## src/design/rps_pkg.sv

```systemverilog
`timescale 1ns / 1ps
`default_nettype none

package rps_pkg;

    localparam int MAX_ROW = 64;
    localparam int ADDR_W  = $clog2(MAX_ROW);
    localparam int LEN_W   = 7;
    localparam int ACC_W   = 48;

    localparam logic [1:0] REG_ROW_LENGTH = 2'd0;
    localparam logic [1:0] REG_EXCLUSIVE  = 2'd1;
    localparam logic [1:0] REG_REVERSE    = 2'd2;

    localparam logic [15:0] FP16_QNAN = 16'h7E00;
    localparam logic [15:0] FP16_PINF = 16'h7C00;
    localparam logic [15:0] FP16_NINF = 16'hFC00;

    // Exact running sum, LSB 2^-24, with sticky non-finite flags.
    typedef struct packed {
        logic signed [ACC_W-1:0] acc;
        logic                    pinf;
        logic                    ninf;
        logic                    nan;
    } sum_t;

    typedef struct packed {
        sum_t              sum;
        logic [ADDR_W-1:0] pos;
        logic              last;
    } conv_req_t;

    // Add one fp16 value into a running sum.
    function automatic sum_t sum_add(sum_t s, logic [15:0] b);
        sum_t             r;
        logic [4:0]       e;
        logic [9:0]       f;
        logic [ACC_W-1:0] mag;
        r   = s;
        e   = b[14:10];
        f   = b[9:0];
        mag = '0;
        if (e == 5'd31) begin
            if (f != 10'd0) begin
                r.nan = 1'b1;
            end else if (b[15]) begin
                r.ninf = 1'b1;
            end else begin
                r.pinf = 1'b1;
            end
        end else begin
            if (e == 5'd0) begin
                mag = ACC_W'(f);
            end else begin
                mag = ACC_W'({1'b1, f}) << (e - 5'd1);
            end
            if (b[15]) begin
                r.acc = s.acc - signed'(mag);
            end else begin
                r.acc = s.acc + signed'(mag);
            end
        end
        return r;
    endfunction

endpackage

`default_nettype wire

```

## src/design/rps_row_mem.sv

```systemverilog
`timescale 1ns / 1ps
`default_nettype none

module rps_row_mem (
    input  wire logic                       aclk,
    input  wire logic                       wr_en,
    input  wire logic [rps_pkg::ADDR_W-1:0] wr_addr,
    input  wire logic [15:0]                wr_data,
    input  wire logic                       rd_en,
    input  wire logic [rps_pkg::ADDR_W-1:0] rd_addr,
    output logic      [15:0]                rd_data
);

    logic [15:0] row_mem [rps_pkg::MAX_ROW];
    logic [15:0] rd_data_reg;

    always_ff @(posedge aclk) begin
        if (wr_en) begin
            row_mem[wr_addr] <= wr_data;
        end
        if (rd_en) begin
            rd_data_reg <= row_mem[rd_addr];
        end
    end

    assign rd_data = rd_data_reg;

endmodule

`default_nettype wire

```

## src/design/rps_fp16_round.sv

```systemverilog
`timescale 1ns / 1ps
`default_nettype none

// Fixed-point sum to fp16, nearest-even. Five stages plus the output
// register; the whole pipe holds while stage 5 waits on a blocked output.
module rps_fp16_round (
    input  wire logic                  aclk,
    input  wire logic                  aresetn,
    input  wire rps_pkg::conv_req_t    req,
    input  wire logic                  req_valid,
    output logic                       req_ready,
    output logic                       m_tvalid,
    input  wire logic                  m_tready,
    output logic [23:0]                m_tdata,
    output logic                       m_tlast
);

    localparam int MAG_W = rps_pkg::ACC_W - 1;

    typedef struct packed {
        logic                       sign;
        logic [MAG_W-1:0]           mag;
        logic                       direct;
        logic [15:0]                word;
        logic [rps_pkg::ADDR_W-1:0] pos;
        logic                       last;
        logic [2:0]                 grp;
        logic [5:0]                 msb;
        logic [11:0]                m12;
        logic                       sticky;
    } cv_t;

    logic               s1_valid_reg, s2_valid_reg, s3_valid_reg, s4_valid_reg, s5_valid_reg;
    rps_pkg::conv_req_t s1_reg;
    cv_t                s2_reg, s3_reg, s4_reg, s5_reg;
    cv_t                s2_next, s3_next, s4_next, s5_next;
    logic               out_valid_reg;
    logic [15:0]        out_sum_reg, out_sum_next;
    logic [rps_pkg::ADDR_W-1:0] out_pos_reg;
    logic               out_last_reg;
    logic               stall;

    assign stall     = s5_valid_reg && out_valid_reg && !m_tready;
    assign req_ready = !stall;

    // Stage 2: magnitude and the cases that need no rounding.
    always_comb begin
        logic [rps_pkg::ACC_W-1:0] absv;
        s2_next      = '0;
        absv         = s1_reg.sum.acc[rps_pkg::ACC_W-1] ? -s1_reg.sum.acc : s1_reg.sum.acc;
        s2_next.sign = s1_reg.sum.acc[rps_pkg::ACC_W-1];
        s2_next.mag  = absv[MAG_W-1:0];
        s2_next.pos  = s1_reg.pos;
        s2_next.last = s1_reg.last;
        s2_next.direct = 1'b1;
        if (s1_reg.sum.nan || (s1_reg.sum.pinf && s1_reg.sum.ninf)) begin
            s2_next.word = rps_pkg::FP16_QNAN;
        end else if (s1_reg.sum.pinf) begin
            s2_next.word = rps_pkg::FP16_PINF;
        end else if (s1_reg.sum.ninf) begin
            s2_next.word = rps_pkg::FP16_NINF;
        end else if (absv[rps_pkg::ACC_W-1:11] == '0) begin
            // Below 2048 the fixed-point value maps straight onto fp16 bits.
            s2_next.word = (absv == '0) ? 16'h0000 : {s2_next.sign, 4'd0, absv[10:0]};
        end else begin
            s2_next.direct = 1'b0;
        end
    end

    // Stage 3: highest nonzero byte.
    always_comb begin
        logic [47:0] mag48;
        s3_next = s2_reg;
        mag48   = 48'(s2_reg.mag);
        for (int k = 0; k < 6; k++) begin
            if (mag48[8*k +: 8] != 8'd0) begin
                s3_next.grp = 3'(k);
            end
        end
    end

    // Stage 4: highest set bit inside that byte.
    always_comb begin
        logic [47:0] mag48;
        logic [7:0]  byte_v;
        logic [2:0]  hb;
        s4_next = s3_reg;
        mag48   = 48'(s3_reg.mag);
        byte_v  = mag48[{s3_reg.grp, 3'b000} +: 8];
        hb      = 3'd0;
        for (int b = 0; b < 8; b++) begin
            if (byte_v[b]) begin
                hb = 3'(b);
            end
        end
        s4_next.msb = {s3_reg.grp, hb};
    end

    // Stage 5: align to 11 mantissa bits plus a round bit, collect sticky.
    always_comb begin
        logic [5:0]       sh;
        logic [MAG_W-1:0] t;
        logic [MAG_W-1:0] mask;
        s5_next        = s4_reg;
        sh             = s4_reg.msb - 6'd11;
        t              = s4_reg.mag >> sh;
        mask           = (MAG_W'(1) << sh) - MAG_W'(1);
        s5_next.m12    = t[11:0];
        s5_next.sticky = |(s4_reg.mag & mask);
    end

    // Output: round, carry into the exponent, saturate to infinity.
    always_comb begin
        logic        up;
        logic [11:0] mr;
        logic [6:0]  ex;
        up = s5_reg.m12[0] & (s5_reg.sticky | s5_reg.m12[1]);
        mr = {1'b0, s5_reg.m12[11:1]} + 12'(up);
        ex = 7'(s5_reg.msb) - 7'd9 + 7'(mr[11]);
        if (s5_reg.direct) begin
            out_sum_next = s5_reg.word;
        end else if (ex >= 7'd31) begin
            out_sum_next = {s5_reg.sign, rps_pkg::FP16_PINF[14:0]};
        end else begin
            out_sum_next = {s5_reg.sign, ex[4:0], mr[9:0]};
        end
    end

    always_ff @(posedge aclk) begin
        if (!aresetn) begin
            s1_valid_reg  <= 1'b0;
            s2_valid_reg  <= 1'b0;
            s3_valid_reg  <= 1'b0;
            s4_valid_reg  <= 1'b0;
            s5_valid_reg  <= 1'b0;
            out_valid_reg <= 1'b0;
        end else if (!stall) begin
            s1_valid_reg  <= req_valid;
            s2_valid_reg  <= s1_valid_reg;
            s3_valid_reg  <= s2_valid_reg;
            s4_valid_reg  <= s3_valid_reg;
            s5_valid_reg  <= s4_valid_reg;
            out_valid_reg <= s5_valid_reg || (out_valid_reg && !m_tready);
        end
    end

    always_ff @(posedge aclk) begin
        if (!stall) begin
            s1_reg <= req;
            s2_reg <= s2_next;
            s3_reg <= s3_next;
            s4_reg <= s4_next;
            s5_reg <= s5_next;
            if (s5_valid_reg) begin
                out_sum_reg  <= out_sum_next;
                out_pos_reg  <= s5_reg.pos;
                out_last_reg <= s5_reg.last;
            end
        end
    end

    assign m_tvalid = out_valid_reg;
    assign m_tdata  = {2'b00, out_pos_reg, out_sum_reg};
    assign m_tlast  = out_last_reg;

endmodule

`default_nettype wire

```

## src/design/row_prefix_sum_fp16.sv

```systemverilog
`timescale 1ns / 1ps
`default_nettype none

// ST_ADD hands a forward result to the rounder; after a reverse row ends, ST_READ and
//   ST_SCAN pass each suffix result to it. A request is taken only in ST_IDLE, after
//   the last one is accumulated; forward ST_ADD and ST_SCAN wait on a stalled rounder.
//   A reverse row drains one result per read, scan pass on the single row-buffer port.
// Reset (aresetn, synchronous, active low) clears control, sums, counters and config
//   (row_length 64, inclusive, forward); the row buffer is not cleared.
module row_prefix_sum_fp16 (
    input  wire logic        aclk,
    input  wire logic        aresetn,
    input  wire logic        s_tvalid,
    output logic             s_tready,
    input  wire logic [15:0] s_tdata,     // [15:0] value
    output logic             m_tvalid,
    input  wire logic        m_tready,
    output logic [23:0]      m_tdata,     // [15:0] sum, [21:16] position, [23:22] zero
    output logic             m_tlast,     // row_last
    input  wire logic        cfg_wr_en,
    input  wire logic [1:0]  cfg_index,
    input  wire logic [6:0]  cfg_wdata
);

    localparam int AW = rps_pkg::ADDR_W;
    localparam int LW = rps_pkg::LEN_W;

    typedef enum logic [3:0] {
        ST_IDLE = 4'b0001,   // wait for the next request
        ST_ADD  = 4'b0010,   // fold the element into the forward sum
        ST_READ = 4'b0100,   // fetch one buffered element of the row
        ST_SCAN = 4'b1000    // extend the suffix sum and hand it to the rounder
    } state_t;

    state_t            state_reg, state_next;

    // Configuration; the user must write it only while idle, the block does not enforce it.
    logic [LW-1:0]     row_length_reg;
    logic              excl_reg;
    logic              rev_reg;

    logic [AW-1:0]     count_reg, count_next;
    logic [15:0]       value_reg;
    logic [AW-1:0]     pos_reg;
    logic              last_reg;
    logic [AW-1:0]     idx_reg, idx_next;
    rps_pkg::sum_t     fwd_reg, fwd_next;
    rps_pkg::sum_t     sfx_reg, sfx_next;

    logic              in_accept;
    logic [LW-1:0]     len_eff;
    logic              in_last;
    logic [15:0]       rd_data;
    rps_pkg::sum_t     fwd_add, sfx_add;

    rps_pkg::conv_req_t conv_req;
    logic               conv_valid;
    logic               conv_ready;

    assign s_tready  = (state_reg == ST_IDLE);
    assign in_accept = s_tvalid && s_tready;

    // Clamp the row length into 1..MAX_ROW; the row ends when this element
    // reaches it (also when the length was lowered below the elements taken).
    always_comb begin
        if (row_length_reg == '0) begin
            len_eff = LW'(1);
        end else if (row_length_reg > LW'(rps_pkg::MAX_ROW)) begin
            len_eff = LW'(rps_pkg::MAX_ROW);
        end else begin
            len_eff = row_length_reg;
        end
    end
    assign in_last = ((LW'(count_reg) + LW'(1)) >= len_eff);

    assign fwd_add = rps_pkg::sum_add(fwd_reg, value_reg);
    assign sfx_add = rps_pkg::sum_add(sfx_reg, rd_data);

    // Config write port; indexes past the list drop silently.
    always_ff @(posedge aclk) begin
        if (!aresetn) begin
            row_length_reg <= LW'(rps_pkg::MAX_ROW);
            excl_reg       <= 1'b0;
            rev_reg        <= 1'b0;
        end else if (cfg_wr_en) begin
            case (cfg_index)
                rps_pkg::REG_ROW_LENGTH: row_length_reg <= cfg_wdata;
                rps_pkg::REG_EXCLUSIVE:  excl_reg       <= cfg_wdata[0];
                rps_pkg::REG_REVERSE:    rev_reg        <= cfg_wdata[0];
                default: ;
            endcase
        end
    end

    // Every element goes into the row buffer at its position, whatever the mode,
    // so a mode change mid-row still drains a complete row.
    rps_row_mem u_row_mem (
        .aclk    (aclk),
        .wr_en   (in_accept),
        .wr_addr (count_reg),
        .wr_data (s_tdata),
        .rd_en   (state_reg == ST_READ),
        .rd_addr (idx_reg),
        .rd_data (rd_data)
    );

    always_comb begin
        state_next = state_reg;
        count_next = count_reg;
        idx_next   = idx_reg;
        fwd_next   = fwd_reg;
        sfx_next   = sfx_reg;
        conv_valid = 1'b0;
        conv_req   = '0;
        case (state_reg)
            ST_IDLE: begin
                if (in_accept) begin
                    count_next = in_last ? '0 : count_reg + AW'(1);
                    state_next = ST_ADD;
                end
            end
            ST_ADD: begin
                if (!rev_reg) begin
                    // Forward: emit the prefix before or after this element.
                    conv_req.sum  = excl_reg ? fwd_reg : fwd_add;
                    conv_req.pos  = pos_reg;
                    conv_req.last = last_reg;
                    if (conv_ready) begin
                        conv_valid = 1'b1;
                        fwd_next   = last_reg ? '0 : fwd_add;
                        state_next = ST_IDLE;
                    end
                end else begin
                    fwd_next = last_reg ? '0 : fwd_add;
                    if (last_reg) begin
                        // Drain from this position down to 0 with a fresh suffix sum.
                        idx_next   = pos_reg;
                        sfx_next   = '0;
                        state_next = ST_READ;
                    end else begin
                        state_next = ST_IDLE;
                    end
                end
            end
            ST_READ: begin
                state_next = ST_SCAN;
            end
            ST_SCAN: begin
                conv_req.sum  = excl_reg ? sfx_reg : sfx_add;
                conv_req.pos  = idx_reg;
                conv_req.last = (idx_reg == '0);
                if (conv_ready) begin
                    conv_valid = 1'b1;
                    sfx_next   = sfx_add;
                    if (idx_reg == '0) begin
                        state_next = ST_IDLE;
                    end else begin
                        idx_next   = idx_reg - AW'(1);
                        state_next = ST_READ;
                    end
                end
            end
            default: begin
                state_next = ST_IDLE;
            end
        endcase
    end

    always_ff @(posedge aclk) begin
        if (!aresetn) begin
            state_reg <= ST_IDLE;
            count_reg <= '0;
            idx_reg   <= '0;
            fwd_reg   <= '0;
            sfx_reg   <= '0;
        end else begin
            state_reg <= state_next;
            count_reg <= count_next;
            idx_reg   <= idx_next;
            fwd_reg   <= fwd_next;
            sfx_reg   <= sfx_next;
        end
    end

    // Hold the accepted element and where it sits in the row.
    always_ff @(posedge aclk) begin
        if (in_accept) begin
            value_reg <= s_tdata;
            pos_reg   <= count_reg;
            last_reg  <= in_last;
        end
    end

    rps_fp16_round u_round (
        .aclk      (aclk),
        .aresetn   (aresetn),
        .req       (conv_req),
        .req_valid (conv_valid),
        .req_ready (conv_ready),
        .m_tvalid  (m_tvalid),
        .m_tready  (m_tready),
        .m_tdata   (m_tdata),
        .m_tlast   (m_tlast)
    );

endmodule

`default_nettype wire

```

## config.mk

```make
export PLATFORM = sky130hd
export DESIGN_NAME = row_prefix_sum_fp16
export DESIGN_NICKNAME = d
export VERILOG_FILES = /design/src/design/rps_pkg.sv /design/src/design/rps_row_mem.sv /design/src/design/rps_fp16_round.sv /design/src/design/row_prefix_sum_fp16.sv
export SDC_FILE = /design/constraint.sdc
export NUM_CORES = 2
export LEC_CHECK = 0
export BUFFER_PORTS_ARGS = -buffer_cell sky130_fd_sc_hd__buf_2
export CORE_MARGIN = 8
export CORE_UTILIZATION = 56
export CTS_BUF_LIST = sky130_fd_sc_hd__clkbuf_8
export CTS_CLUSTER_DIAMETER = 150
export CTS_CLUSTER_SIZE = 20
export DETAILED_ROUTE_END_ITERATION = 6
export MAX_ROUTING_LAYER = met4
export PLACE_DENSITY = 0.72
export REMOVE_ABC_BUFFERS = 1
export SLEW_MARGIN = 0
export SYNTH_ARGS = -nofsm -noshare
export SYNTH_HDL_FRONTEND = slang
export SYNTH_SLANG_ARGS = --single-unit
```

## constraint.sdc

```tcl
create_clock -name aclk -period 11.89 [get_ports aclk]
set_input_delay 0 -clock aclk [delete_from_list [all_inputs] [get_ports aclk]]
set_output_delay 0 -clock aclk [all_outputs]
set_load 0.005 [all_outputs]
```

=== Word level (Yosys, flattened, before mapping) ===
Memories as Yosys holds them, arrays and structs flattened. A register that Yosys moved wholly into a read port is not among the register bits.
Index checks and enable logic that the tools add are counted.

* Memories kept: 1
* Bits in registers: 506
* Input bits: 30
* Latch bits: 0
* Bits in read-only memories: 0
* Memory bits (writable): 1024

{| class="wikitable"
|+ Memories
! name !! depth !! width !! read ports !! clocked after memory_dff !! write ports !! line !! source
|-
| u_row_mem.row_mem || 64 || 16 || 1 || 1 || 1 || rps_row_mem.sv:14 || <nowiki>logic [15:0] row_mem [rps_pkg::MAX_ROW];</nowiki>
|}

* Reductions and logical operators: 39
* $lt $le $gt $ge: 3
* Add/subtract/negate cells: 15
* Shift operators: 5
* Equal/unequal tests: 15
* Div/mod/pow operators: 0
* Muxes and demuxes: 66
* $mul: 0
* Bitwise logic cells: 5

{| class="wikitable"
|+ Operators by type and width
! operator !! number
|-
| $mux W48 || 9
|-
| $mux W51 || 8
|-
| $pmux W58 S2 || 1
|-
| $pmux W51 S2 || 1
|-
| $add A48 B48 Y48 || 2
|-
| $shl A11 B5 Y48 || 2
|-
| $sub A48 B48 Y48 || 2
|-
| $mux W16 || 4
|-
| $mux W58 || 1
|-
| $logic_not A48 Y1 || 1
|-
| $neg A48 Y48 || 1
|-
| $shiftx A48 B7 Y8 || 1
|-
| $and A47 B47 Y47 || 1
|-
| $reduce_or A47 Y1 || 1
|-
| $shl A1 B6 Y47 const A || 1
|-
| $shr A47 B6 Y12 || 1
|-
| $sub A47 B2 Y47 const B || 1
|-
| $logic_not A37 Y1 || 1
|-
| $reduce_bool A8 Y1 || 4
|-
| $mux W6 || 5
|-
| $reduce_bool A10 Y1 || 2
|-
| $mux W2 || 8
|-
| $mux W4 || 4
|-
| $pmux W4 S4 || 1
|-
| other kinds (48) || 85
|}

=== Depth between registers and ports, before layout ===
* Depth in word-level cells: 10
* Mapped depth: 34

=== Hierarchy ===
A second synthesis with hierarchy kept.

* Cells, all modules: 5671
* Area, all modules: 74756.7 um2

{| class="wikitable"
|+ Modules (own cells, without submodules)
! module !! times used !! cells each !! area each (um2)
|-
| rps_row_mem || 1 || 1829 || 40202.3
|-
| row_prefix_sum_fp16 || 1 || 2425 || 17479.3
|-
| rps_fp16_round || 1 || 1417 || 17075.1
|}

=== Least setup slack after synthesis ===
Ideal clock, no wire load.

* Path kind: register to register
* Start: register u_round.out_valid_reg, in the netlist u_round.m_tvalid
* End: register sfx_reg[50] in the netlist's numbering
* Path buffers: 2
* Stages on the path, launching flop included: 11
* Path slack: -729 ps
* Clock period less this slack: 12619 ps
* Required time: 11775 ps
* Arrival time: 12505 ps
* Library setup time: 115 ps
* Path through: dfxtp_1 > nor2b_1 > and2_1 > clkbuf_1 > inv_1 > clkbuf_1 > nand2_1 > nor2_1 > nand2_1 > and3_1 > o21a_1

* Longest elaborated chain between the ends: 4

{| class="wikitable"
|+ Ends and longest elaborated chain
! item !! line !! source
|-
| from (decl) || rps_fp16_round.sv:37 || <nowiki>logic out_valid_reg;</nowiki>
|-
| from (signal assigned) || rps_fp16_round.sv:143 || <nowiki>out_valid_reg <= s5_valid_reg || (out_valid_reg && !m_tready);</nowiki>
|-
| $logic_and A1 B1 Y1 (2 in a row) || rps_fp16_round.sv:43 || <nowiki>assign stall = s5_valid_reg && out_valid_reg && !m_tready;</nowiki>
|-
| $ne A2 B2 Y1 (no line) || -- ||
|-
| $reduce_and A4 Y1 (no line) || -- ||
|-
| to (signal assigned) || row_prefix_sum_fp16.sv:181 || <nowiki>sfx_reg <= sfx_next;</nowiki>
|-
| to (decl) || row_prefix_sum_fp16.sv:48 || <nowiki>rps_pkg::sum_t sfx_reg, sfx_next;</nowiki>
|}

No other way between the ends.
A chain may end at the register's enable or synchronous reset.

==> metrics <==
status complete, no violations; mux share of post-synthesis cell area 0.129; Core Rows 133; cells on worst reg2reg path 26; dpl ws 3.47 ns; # nets final 5,550; max cap viols 0; Final setup viols 0; max incr delay on CP 1.01 ns; Detailed Route Iter0 Violations 5,964; DIE WIDTH 379 microns; DR WL/cell 27.7 microns; Syn Std Cell Area 73,800 sq um; xor-xnor portion of the synthesized cell area 0.0283; CP endpoint kind flop; Warnings, synthesis 0; initial antenna violation count 11; Worst path slowest cell edfxtp_1; P_sw 2.88 mW; Layout area overhead 5.84%; final hold viol count 0; WHS 0.136 ns; Peak supply drop 0.131 mV; Starting Density 0.563; max reg flops 1,024; RePlAce Congestion 1.01; fin worst setup slack 3.34 ns; PortBufs 54; share of cells above drive strength 1 0.142; RR Startpoint value_reg[10]; complex-gate fraction of the synthesized area 0.104; clk sinks 1,534; GRT overflow 0; deepest clock path buffer count 3; Routed WL 199 mm; Area contributors post-synth edfxtp_1 57%, mux4_2 11%, dfxtp_1 3.6%, nor2_1 2.6%, a21oi_1 2.2%; Worst EP required 12.49 ns; CTS tree done; CP startpoint kind flop; power share of the combinational group 0.178; pwr dens 130 nW/um^2; Cells after Synth 5,383; Worst EP arrival 9.15 ns; CTS Hold Buffers Added 54; vias in the first global route 45,100; Setup CP Type flop to flop; core area 131,000 sq um; Post-Synth Simple-Gate Area 0.0889; Worst Hold Depth 2; Synth top cells by count 1,401 x edfxtp_1, 519 x nor2_1, 368 x mux4_2; sw frac 0.283; Rel. slew slack 0.162; Avg Cell Area, Syn 13.7 sq um; Synth Flop Type edfxtp_1; RSZ-0062 raised after global routing false; Hold/Removal Path Class input port to flop; Reg clk slew, reported paths 0.14 ns; drt drc 0; # Post-CTS Setup Buffers 0; async set-reset flop share out of synthesis 0; Synth cell types 100; r2r setup slk 3.34 ns; most common cell in the synthesized netlist edfxtp_1; Pint 7.29 mW; fin crit period 8.55 ns; adder-cell area share of the yosys netlist 0.0212; die height 379 microns; hold endpoint u_row_mem.row_mem[51][6]; Synth area leader edfxtp_1; post-route ant nets 0; Total GRT Usage 0.280; clk_lat worst skew 0.87 ns; hold path start s_tdata[6]; post-synthesis register bit count 1,534; detailed-route via count 47,500; Synth top area share 0.570; FF-to-FF End u_round.s1_reg[51]; H-tree Lvls 3; max-slew violations 0; Clk pwr share 0.223; period utilization 0.719; full die area 144,000 sq um; DP HPWL 136 mm; First-pass DRT Iterations 6; EDFF count, synth 1,401; clk_skew 0.0668 ns; FILL cells 10,200; CP max FO 26; post-synthesis sequential area ratio 0.606; largest family of logic cells by synthesized area multiplexers; total power draw 10.2 mW; first-pass GRT wire length 295 mm; Via density 6.61; actual slew at the worst max-slew pin 1.26 ns; Leak 26.4 nW; fmax 117 MHz; Top-Level Pins 57; sequential power share 0.599; total CTS buffers 86; pin count of the biggest net entering global routing 167; CTS resizes 0; root buffer cell clkbuf_8
-- critical path, delay by kind of cell, from the launching register on --
kind	cells	cell delay (ns)
AOI/OAI and AO/OA	13	2.70
xor gates and xnor gates	2	0.30
buffers and inverters	2	0.72
muxes	1	0.37
DFF	1	1.01
adders and majority gates	3	1.59
and+or+nand+nor	5	1.59
-- cell families after synthesis --
logic type,Yosys count
other,1
AOI/OAI and AO/OA,1186
adders and majority gates,124
xor gates and xnor gates,238
DFF,1534
and+or+nand+nor,1400
buffers and inverters,412
muxes,488
-- routing by layer --
metal	share of wire	GRT usage	vias to the layer above
met5	0	-	-
met4	0.028	0.0761	0
met3	0.086	0.0380	293
met2	0.46	0.424	2432
met1	0.42	0.405	23800
li1	-	-	21000
-- power by group through the flow --
stage / sequential [mW] / combinational, mW / clock [mW]
finish: 6.09 / 1.81 / 2.27
CTS: 6.09 / 1.78 / 2.31
detailed placement: 6.21 / 1.76 / 0
global placement: 6.21 / 1.76 / 0
floorplan: 6.17 / 1.19 / 0
global route: 6.10 / 1.95 / 2.48
-- layout make-up --
cell class	instances	area, sq um	share of cell area
Sequential cell	1534	44700	0.573
Multi-Input combinational cell	3438	27500	0.353
Tap cell	1755	2200	0.0281
Timing Repair Buffer	247	1870	0.0239
Clock buffer	89	1220	0.0157
Inverter	89	343	0.00439
Clock inverter	32	156	0.00200
Antenna cell	6	15.0	0.000192
-- layout by cell type, fill, tap and decap left out, types with 108 or more instances in the layout --
master and count:
a21oi_1 329, buf_4 138, dfxtp_1 129, edfxtp_1 1401, ha_1 121, inv_1 108, mux4_2 368, nand2_1 350
nand3_1 112, nor2_1 519, o21ai_0 252, xnor2_1 144
-- per-stage QoR --
stage | util | area (sq um) | cells | TNS, ns
after detailed placement | 0.581 | 76100 | 7009 | 0
after global routing | 0.595 | 78100 | 7186 | 0
after floorplan | - | 72500 | 5061 | -8.43
after global placement | 0.581 | 76100 | 7009 | 0
final | 0.595 | 78100 | 7190 | 0
after CTS | 0.595 | 78100 | 7184 | 0
-- how the worst max path moves through the flow --
stage	start	to	slack, ns	cells past startpoint
5_1_grt	value_reg[10]	u_round.s1_reg[51]	2.46	26
4_1_cts	value_reg[10]	u_round.s1_reg[51]	3.40	26
2_1_floorplan	idx_reg[0]	u_row_mem.rd_data[0]	-0.49	3
6_report	value_reg[10]	u_round.s1_reg[51]	3.34	26
3_5_place_dp	value_reg[10]	u_round.s1_reg[50]	3.47	22
3_3_place_gp	value_reg[10]	u_round.s1_reg[51]	3.57	26
Power figures use the tool's default switching activity.
